--- src/sv/plq_pkg.sv ---
// ----------------------------------------------------------------------------
// plq_pkg
// Field widths, operation and status codes and the stored entry layout of the
// price level order queue.
// ----------------------------------------------------------------------------
package plq_pkg;

  // field widths
  localparam int ID_W      = 63;
  localparam int QTY_W     = 32;
  localparam int PRICE_W   = 32;
  localparam int POS_W     = 6;
  localparam int CNT_OUT_W = 7;
  localparam int TOT_W     = 40;
  localparam int FUNC_W    = 2;
  localparam int STAT_W    = 2;

  // packed stream widths
  localparam int S_TDATA_W = 96;
  localparam int M_TDATA_W = 184;
  localparam int M_PAD_W   = M_TDATA_W - (ID_W + QTY_W + 1 + PRICE_W + POS_W
                                          + CNT_OUT_W + TOT_W);

  // most records one dump reports
  localparam int MAX_RESULTS = 32;

  // operation codes
  localparam logic [FUNC_W-1:0] FUNC_ADD    = 2'd0;
  localparam logic [FUNC_W-1:0] FUNC_CANCEL = 2'd1;
  localparam logic [FUNC_W-1:0] FUNC_DUMP   = 2'd2;

  // status codes
  localparam logic [STAT_W-1:0] STAT_OK        = 2'd0;
  localparam logic [STAT_W-1:0] STAT_FULL      = 2'd1;
  localparam logic [STAT_W-1:0] STAT_NOT_FOUND = 2'd2;
  localparam logic [STAT_W-1:0] STAT_EMPTY     = 2'd3;

  // one stored order, id in the low bits
  typedef struct packed {
    logic             buy;
    logic [QTY_W-1:0] qty;
    logic [ID_W-1:0]  id;
  } entry_t;

endpackage

--- src/sv/price_level_order_queue.sv ---
// ----------------------------------------------------------------------------
// price_level_order_queue
// One price level of an order book: an arrival-ordered queue of orders kept
// in a single-port-write / single-port-read memory, walked by a sequencer.
// ----------------------------------------------------------------------------
//
//  channel   dir  handshake           payload
//  s_*       in   s_tvalid/s_tready   s_tdata: order_id, quantity, is_buy
//                                     s_tuser: func
//  m_*       out  m_tvalid/m_tready   m_tdata: record, price, position,
//                                     count, total; m_tuser: status; m_tlast
//  cfg_*     in   cfg_valid/cfg_ready cfg_data: level_price
//
//  Add, unknown codes and a cancel on an empty level answer directly from the
//  decode state. A cancel searches for the id, then closes the gap with the
//  one-entry-per-cycle shift of the later entries; the memory read port is
//  shared by the id search and by the shift. A dump reads the stored entries
//  one at a time, up to the record limit.
//  Reset clears count, total, price and control; the entry memory is not
//  cleared. A stalled m_tready holds the sequencer when it has a word to emit;
//  one result word waits in the output register while the next word is accepted.
// ----------------------------------------------------------------------------
module price_level_order_queue #(
  parameter int QUEUE_DEPTH = 32
) (
  input  logic                           clk,
  input  logic                           rst,
  // order_id [62:0], quantity [94:63], is_buy [95]
  input  logic                           s_tvalid,
  output logic                           s_tready,
  input  logic [plq_pkg::S_TDATA_W-1:0]  s_tdata,
  // func [1:0]
  input  logic [plq_pkg::FUNC_W-1:0]     s_tuser,
  // rec_order_id [62:0], rec_quantity [94:63], rec_is_buy [95],
  // rec_price [127:96], queue_position [133:128], order_count [140:134],
  // total_quantity [180:141], zero [183:181]
  output logic                           m_tvalid,
  input  logic                           m_tready,
  output logic [plq_pkg::M_TDATA_W-1:0]  m_tdata,
  // status [1:0]
  output logic [plq_pkg::STAT_W-1:0]     m_tuser,
  output logic                           m_tlast,
  // level_price
  input  logic                           cfg_valid,
  output logic                           cfg_ready,
  input  logic [plq_pkg::PRICE_W-1:0]    cfg_data
);
  import plq_pkg::*;

  localparam int AW = (QUEUE_DEPTH > 1) ? $clog2(QUEUE_DEPTH) : 1;
  localparam int CW = $clog2(QUEUE_DEPTH + 1);

  typedef enum logic [2:0] {
    ST_IDLE,
    ST_DECODE,
    ST_SEARCH,
    ST_SHIFT,
    ST_DUMP
  } state_t;

  state_t             state;
  logic [FUNC_W-1:0]  op_func;
  entry_t             op_entry;
  logic [CW-1:0]      count;
  logic [TOT_W-1:0]   total;
  logic [PRICE_W-1:0] price;

  // read pipeline
  logic [CW-1:0]      rd_idx;
  logic [AW-1:0]      cmp_idx;
  logic               rd_vld;

  // dump look-ahead record
  logic               hold_vld;
  entry_t             hold;
  logic [POS_W-1:0]   hold_pos;

  // output register
  logic [STAT_W-1:0]    out_status;
  entry_t               out_rec;
  logic [PRICE_W-1:0]   out_price;
  logic [POS_W-1:0]     out_pos;
  logic [CNT_OUT_W-1:0] out_count;
  logic [TOT_W-1:0]     out_total;
  logic                 out_last;

  // memory
  entry_t             mem [QUEUE_DEPTH];
  entry_t             rd_data;
  logic               rd_en;
  logic [AW-1:0]      rd_addr;
  logic               we;
  logic [AW-1:0]      waddr;
  entry_t             wdata;

  // sequencer decisions
  logic               can_emit;
  logic               more;
  logic               live;
  logic               match;
  logic               emit;
  logic               done;
  logic               found;
  logic               consume;
  logic               keep;
  logic [STAT_W-1:0]  e_status;
  entry_t             e_rec;
  logic [PRICE_W-1:0] e_price;
  logic [POS_W-1:0]   e_pos;
  logic               e_last;
  logic [CW-1:0]      e_count;
  logic [TOT_W-1:0]   e_total;
  logic [TOT_W:0]     add_sum;
  logic [TOT_W-1:0]   cxl_qty;

  assign s_tready  = (state == ST_IDLE);
  assign cfg_ready = 1'b1;

  assign m_tdata = {{M_PAD_W{1'b0}}, out_total, out_count, out_pos, out_price,
                    out_rec.buy, out_rec.qty, out_rec.id};
  assign m_tuser = out_status;
  assign m_tlast = out_last;

  assign can_emit = !m_tvalid || m_tready;
  assign more     = (rd_idx < count);
  assign live     = rd_vld && (rd_data.qty != '0);
  assign match    = rd_vld && (rd_data.id == op_entry.id);
  assign rd_addr  = rd_idx[AW-1:0];
  assign add_sum  = {1'b0, total} + (TOT_W+1)'(op_entry.qty);
  assign cxl_qty  = TOT_W'(op_entry.qty);

  // sequencer step: memory access and result word for this cycle
  always_comb begin
    rd_en    = 1'b0;
    we       = 1'b0;
    waddr    = count[AW-1:0];
    wdata    = op_entry;
    emit     = 1'b0;
    done     = 1'b0;
    found    = 1'b0;
    consume  = 1'b0;
    keep     = 1'b0;
    e_status = STAT_OK;
    e_rec    = '0;
    e_price  = '0;
    e_pos    = '0;
    e_last   = 1'b1;
    e_count  = count;
    e_total  = total;
    case (state)
      ST_DECODE: begin
        case (op_func)
          FUNC_ADD: begin
            emit = can_emit;
            done = can_emit;
            if (count >= CW'(QUEUE_DEPTH)) begin
              e_status = STAT_FULL;
            end else begin
              we      = can_emit;
              e_count = count + CW'(1);
              e_total = add_sum[TOT_W] ? {TOT_W{1'b1}} : add_sum[TOT_W-1:0];
            end
          end
          FUNC_CANCEL: begin
            if (count == '0) begin
              emit     = can_emit;
              done     = can_emit;
              e_status = STAT_EMPTY;
            end
          end
          FUNC_DUMP: begin
            // walk starts next cycle
          end
          default: begin
            emit = can_emit;
            done = can_emit;
          end
        endcase
      end
      ST_SEARCH: begin
        if (match) begin
          found = 1'b1;
        end else if (!rd_vld && !more) begin
          emit     = can_emit;
          done     = can_emit;
          e_status = STAT_NOT_FOUND;
        end else begin
          rd_en = more;
        end
      end
      ST_SHIFT: begin
        // move entry k+1 down to k
        if (rd_vld) begin
          we    = 1'b1;
          waddr = cmp_idx - AW'(1);
          wdata = rd_data;
        end
        rd_en = more;
        if (!rd_vld && !more) begin
          emit    = can_emit;
          done    = can_emit;
          e_count = count - CW'(1);
          e_total = (cxl_qty >= total) ? '0 : total - cxl_qty;
        end
      end
      ST_DUMP: begin
        e_price = price;
        if (hold_vld && hold_pos == POS_W'(MAX_RESULTS - 1)) begin
          // record limit reached
          emit  = can_emit;
          done  = can_emit;
          e_rec = hold;
          e_pos = hold_pos;
        end else if (rd_vld) begin
          if (live && hold_vld) begin
            consume = can_emit;
            emit    = can_emit;
            e_rec   = hold;
            e_pos   = hold_pos;
            e_last  = 1'b0;
          end else begin
            consume = 1'b1;
          end
          keep  = !consume;
          rd_en = consume && more;
        end else if (more) begin
          rd_en = 1'b1;
        end else begin
          // walk finished: flush held record or report empty
          emit = can_emit;
          done = can_emit;
          if (hold_vld) begin
            e_rec = hold;
            e_pos = hold_pos;
          end else begin
            e_status = STAT_EMPTY;
            e_price  = '0;
          end
        end
      end
      default: begin
      end
    endcase
  end

  // entry memory, registered read
  always_ff @(posedge clk) begin
    if (we) begin
      mem[waddr] <= wdata;
    end
    if (rd_en) begin
      rd_data <= mem[rd_addr];
    end
  end

  // state and registered outputs
  always_ff @(posedge clk) begin
    if (rst) begin
      state    <= ST_IDLE;
      count    <= '0;
      total    <= '0;
      price    <= '0;
      rd_vld   <= 1'b0;
      rd_idx   <= '0;
      hold_vld <= 1'b0;
      m_tvalid <= 1'b0;
    end else begin
      if (cfg_valid) begin
        price <= cfg_data;
      end

      // output word
      if (emit) begin
        m_tvalid   <= 1'b1;
        out_status <= e_status;
        out_rec    <= e_rec;
        out_price  <= e_price;
        out_pos    <= e_pos;
        out_count  <= CNT_OUT_W'(e_count);
        out_total  <= e_total;
        out_last   <= e_last;
        count      <= e_count;
        total      <= e_total;
      end else if (m_tready) begin
        m_tvalid <= 1'b0;
      end

      // read pipeline
      if (rd_en) begin
        rd_idx  <= rd_idx + CW'(1);
        cmp_idx <= rd_idx[AW-1:0];
      end
      rd_vld <= rd_en || (rd_vld && keep);

      case (state)
        ST_IDLE: begin
          if (s_tvalid) begin
            op_func      <= s_tuser;
            op_entry.id  <= s_tdata[ID_W-1:0];
            op_entry.qty <= s_tdata[ID_W+QTY_W-1:ID_W];
            op_entry.buy <= s_tdata[ID_W+QTY_W];
            state        <= ST_DECODE;
          end
        end
        ST_DECODE: begin
          rd_idx   <= '0;
          hold_vld <= 1'b0;
          if (done) begin
            state <= ST_IDLE;
          end else if (op_func == FUNC_CANCEL && count != '0) begin
            state <= ST_SEARCH;
          end else if (op_func == FUNC_DUMP) begin
            state <= ST_DUMP;
          end
        end
        ST_SEARCH: begin
          if (found) begin
            state  <= ST_SHIFT;
            rd_idx <= CW'(cmp_idx) + CW'(1);
          end else if (done) begin
            state <= ST_IDLE;
          end
        end
        ST_SHIFT: begin
          if (done) begin
            state <= ST_IDLE;
          end
        end
        ST_DUMP: begin
          if (consume && live) begin
            hold     <= rd_data;
            hold_vld <= 1'b1;
            hold_pos <= hold_vld ? hold_pos + POS_W'(1) : '0;
          end
          if (done) begin
            state <= ST_IDLE;
          end
        end
        default: begin
          state <= ST_IDLE;
        end
      endcase
    end
  end

  // checks
  a_count_bound: assert property (@(posedge clk) disable iff (rst)
    count <= CW'(QUEUE_DEPTH))
    else $error("stored count above queue depth");

  a_no_overwrite: assert property (@(posedge clk) disable iff (rst)
    emit |-> (!m_tvalid || m_tready))
    else $error("result word overwrites one not yet taken");

  a_shift_ports: assert property (@(posedge clk) disable iff (rst)
    (we && rd_en) |-> (waddr != rd_addr))
    else $error("shift writes the entry being read");

  a_dump_pos: assert property (@(posedge clk) disable iff (rst)
    (emit && state == ST_DUMP && e_status == STAT_OK) |=> (m_tvalid && out_rec.qty != '0))
    else $error("dump reported a zero quantity record");

endmodule
--- config.mk ---
export PLATFORM = sky130hd
export DESIGN_NAME = price_level_order_queue
export DESIGN_NICKNAME = d
export VERILOG_FILES = /design/src/sv/plq_pkg.sv /design/src/sv/price_level_order_queue.sv
export SDC_FILE = /design/constraint.sdc
export NUM_CORES = 2
export LEC_CHECK = 0
export ABC_AREA = 1
export BUFFER_PORTS_ARGS = -buffer_cell sky130_fd_sc_hd__buf_2
export CAP_MARGIN = 30
export CELL_PAD_IN_SITES_DETAIL_PLACEMENT = 1
export CELL_PAD_IN_SITES_GLOBAL_PLACEMENT = 2
export CORE_MARGIN = 4
export CORE_UTILIZATION = 45
export CTS_BUF_LIST = sky130_fd_sc_hd__clkbuf_2 sky130_fd_sc_hd__clkbuf_4 sky130_fd_sc_hd__clkbuf_8
export DETAILED_ROUTE_END_ITERATION = 10
export MAX_ROUTING_LAYER = met4
export PLACE_DENSITY_LB_ADDON = 0.1
export SYNTH_ARGS = -nofsm -noshare
export SYNTH_HDL_FRONTEND = slang
export SYNTH_SLANG_ARGS = --single-unit
--- constraint.sdc ---
create_clock -name clk -period 14 [get_ports clk]
set_clock_uncertainty 0.05 [all_clocks]
set_input_delay 0.7 -clock clk [delete_from_list [all_inputs] [get_ports clk]]
set_output_delay 0.7 -clock clk [all_outputs]
set_load 0.1 [all_outputs]
==> impl_metrics.json <==
{
  "syn_to_final_growth_pct": 14.0,
  "critPathLaunchType": "flop",
  "rsz0062_at_grt": "no",
  "avgSynthCellArea_um2": 12.0,
  "tritoncts": "yes",
  "final_cell_mix": "edfxtp_1, nor2_1, o21ai_0, nand2_1, o22ai_1",
  "fin_ws_ps": 7790,
  "die_w_um": 584,
  "drive_gt1_share_pct": 13.2,
  "cts_buffer_depth": 4,
  "synth-main-ff-cell": "edfxtp_1",
  "portBuffers": 319,
  "p_leak_nw": 59.6,
  "die-height_um": 584,
  "ys_ff_latch": 3646,
  "period_share_pct": 44.4,
  "clock_sinks": 3646,
  "required_ps": 14770,
  "final-hold-violation-count": 0,
  "cp.arrival_ps": 6980,
  "yosysSeqAreaShare_pct": 72.7,
  "slowest_stage": "dfxtp_4",
  "mostFrequentLayoutCell": "edfxtp_1",
  "cp_max_fo": 107,
  "num_rows": 211,
  "vias_per_cell": 5.96,
  "grt_max_degree": 210,
  "path_buf_inv": 7,
  "track_usage_pct": 31.4,
  "async_flop_share_pct": 0,
  "min_period_ps": 6210,
  "first_pass_iters": 5,
  "synthCells": 12400,
  "whs_ps": 128,
  "synth_top_cell_by_area": "edfxtp_1",
  "end_kind": "flop",
  "clk_pin_slew_ps": 60,
  "gp_congestion": 0.940,
  "crit_type": "flop to flop",
  "setup_tns_ps": 0,
  "yosysUniqueCellTypes": 56,
  "path_cells": "inv_8 > a21boi_1 > o21ai_2 > nand2_2 > nand2_4 > o21ai_1 > nand3_1 > nand2_1 > inv_2 > o21ai_4 > buf_4 > inv_2 > nor2_4 > buf_4 > buf_4 > buf_4",
  "crit_path_frequent_cell": "buf_4",
  "status": "complete, no violations",
  "antenna_found_initial": 17,
  "drtAntennaViolNets": 0,
  "root_buffer": "clkbuf_8",
  "htreeDepth": 6,
  "start_util_pct": 45.2,
  "core_region_area_um2": 330000,
  "finalCoreUtilization_pct": 51.5,
  "cellPowerDensity_nw_per_um2": 169,
  "synth-edff-count": 3556,
  "grt_pass1_vias": 109000,
  "cts_buffers": 623,
  "nNetsFinal": 13300,
  "die_area_um2": 341000,
  "wl_per_cell_um": 29.7,
  "min_path_type": "input port to flop",
  "critPathMaxStageDelay_ps": 740,
  "grt_pass1_wl_um": 765000,
  "clock_latency_ps": 1230,
  "maxCapViolCount": 0,
  "hpwl_um": 310000,
  "yosys_warnings": 0,
  "gr-total-overflow": 0,
  "max_freq_mhz": 161,
  "finalSetupViolCount": 0,
  "yosys.area.top_type_share_pct": 71.5,
  "ios": 325,
  "first_iter_violations": 10700,
  "place_ws_ps": 7790,
  "cts_setup_buffers": 0,
  "totalWireLength_um": 531000,
  "drv_slew": 0,
  "syn_area_um2": 149000,
  "crit_family": "buffers and inverters",
  "reg2reg_setup_slack_ps": 7790,
  "ys_top_cells_by_area": "edfxtp_1, o21ai_0, nor2_1",
  "drcViolationCount": 0,
  "worst-slew-pin-transition_ps": 1130,
  "ir_drop_v": 0.000169,
  "slew_headroom_pct": 24.8,
  "dr_total_vias": 107000
}
## power by group
part / total [mW] / internal [mW] / switching, mW
Combinational: 6.35 / 1.48 / 4.88
Sequential: 12.9 / 12.6 / 0.343
Clock: 9.55 / 5.09 / 4.46
## routing by layer
| layer | track usage (%) | wire length [um] |
|---|---|---|
| met2 | 49.6 | 251000 |
| met4 | 11.1 | 20300 |
| met5 | - | 0 |
| met3 | 3.95 | 35800 |
| met1 | 42.4 | 224000 |
## through the flow
stage | power, mW | instances | cell area (um^2)
after floorplan | 17.1 | 12400 | 149000
after global placement | 19.2 | 16600 | 156000
after CTS | 28.9 | 17900 | 170000
final | 28.8 | 17900 | 170000
after global routing | 30.1 | 17900 | 170000
after detailed placement | 19.4 | 16600 | 156000
## registers in the layout (all words and copies together) (netlist names)
register	cells
mem	3072
hold	96
m_tdata	96
rd_data	96
op_entry	64
out_total	40
total	40
cxl_qty	32
out_price	32
price	32
count	6
hold_pos	6
out_count	6
out_pos	6
rd_idx	6
cmp_idx	5
state	3
m_tuser	2
op_func	2
hold_vld	1
m_tlast	1
m_tvalid	1
rd_vld	1
## area by class of cell
cell class / count / area (um^2)
flip-flops and latches: 3646 / 109000
diodes: 13 / 32.5
well taps: 4366 / 5460
inverters: 518 / 2000
multi-input cells: 7505 / 36200
clock inverters: 254 / 1770
fillers: 34000 / 160000
repair buffers: 755 / 5920
clock buffers: 842 / 10300
## cells in the mapped netlist, types with 44 or more instances
| library cell | number |
|---|---|
| edfxtp_1 | 3556 |
| nor2_1 | 2444 |
| o21ai_0 | 2052 |
| nand2_1 | 1271 |
| o22ai_1 | 913 |
| clkbuf_1 | 601 |
| inv_1 | 487 |
| nand3_1 | 160 |
| a21oi_1 | 141 |
| buf_2 | 115 |
| dfxtp_1 | 90 |
| ha_1 | 78 |
| xor2_1 | 67 |
| o21ai_1 | 65 |
| nand4_1 | 55 |
| o32ai_1 | 44 |
## timing repair
action                    in CTS  in global routing
hold endpoints to repair     139                  0
hold buffers                 152                  0
gates resized for setup        0                  0
## logic make-up after synthesis
logic type,synth area share (%)
AND/OR/NAND/NOR,10.8
flip-flops,72.7
AO/OA/AOI/OAI,11.9
buffers and inverters,3.41
adder cells (fa/ha/maj),0.680
XOR/XNOR,0.428
other,0.00503
## tightest hold or removal path, stage by stage
cell     delay (ps)
buf_2           290
o21ai_0         250
nor2_1           50
## worst paths after layout
path,cells past startpoint,startpoint,to
setup / recovery,16,rd_idx[0],m_tdata[41]
hold / removal,3,cfg_valid,price[17]
setup reg to reg,16,rd_idx[0],m_tdata[41]
hold reg to reg,0,rd_data[0],hold[0]
(Power assumes the default switching activity.)
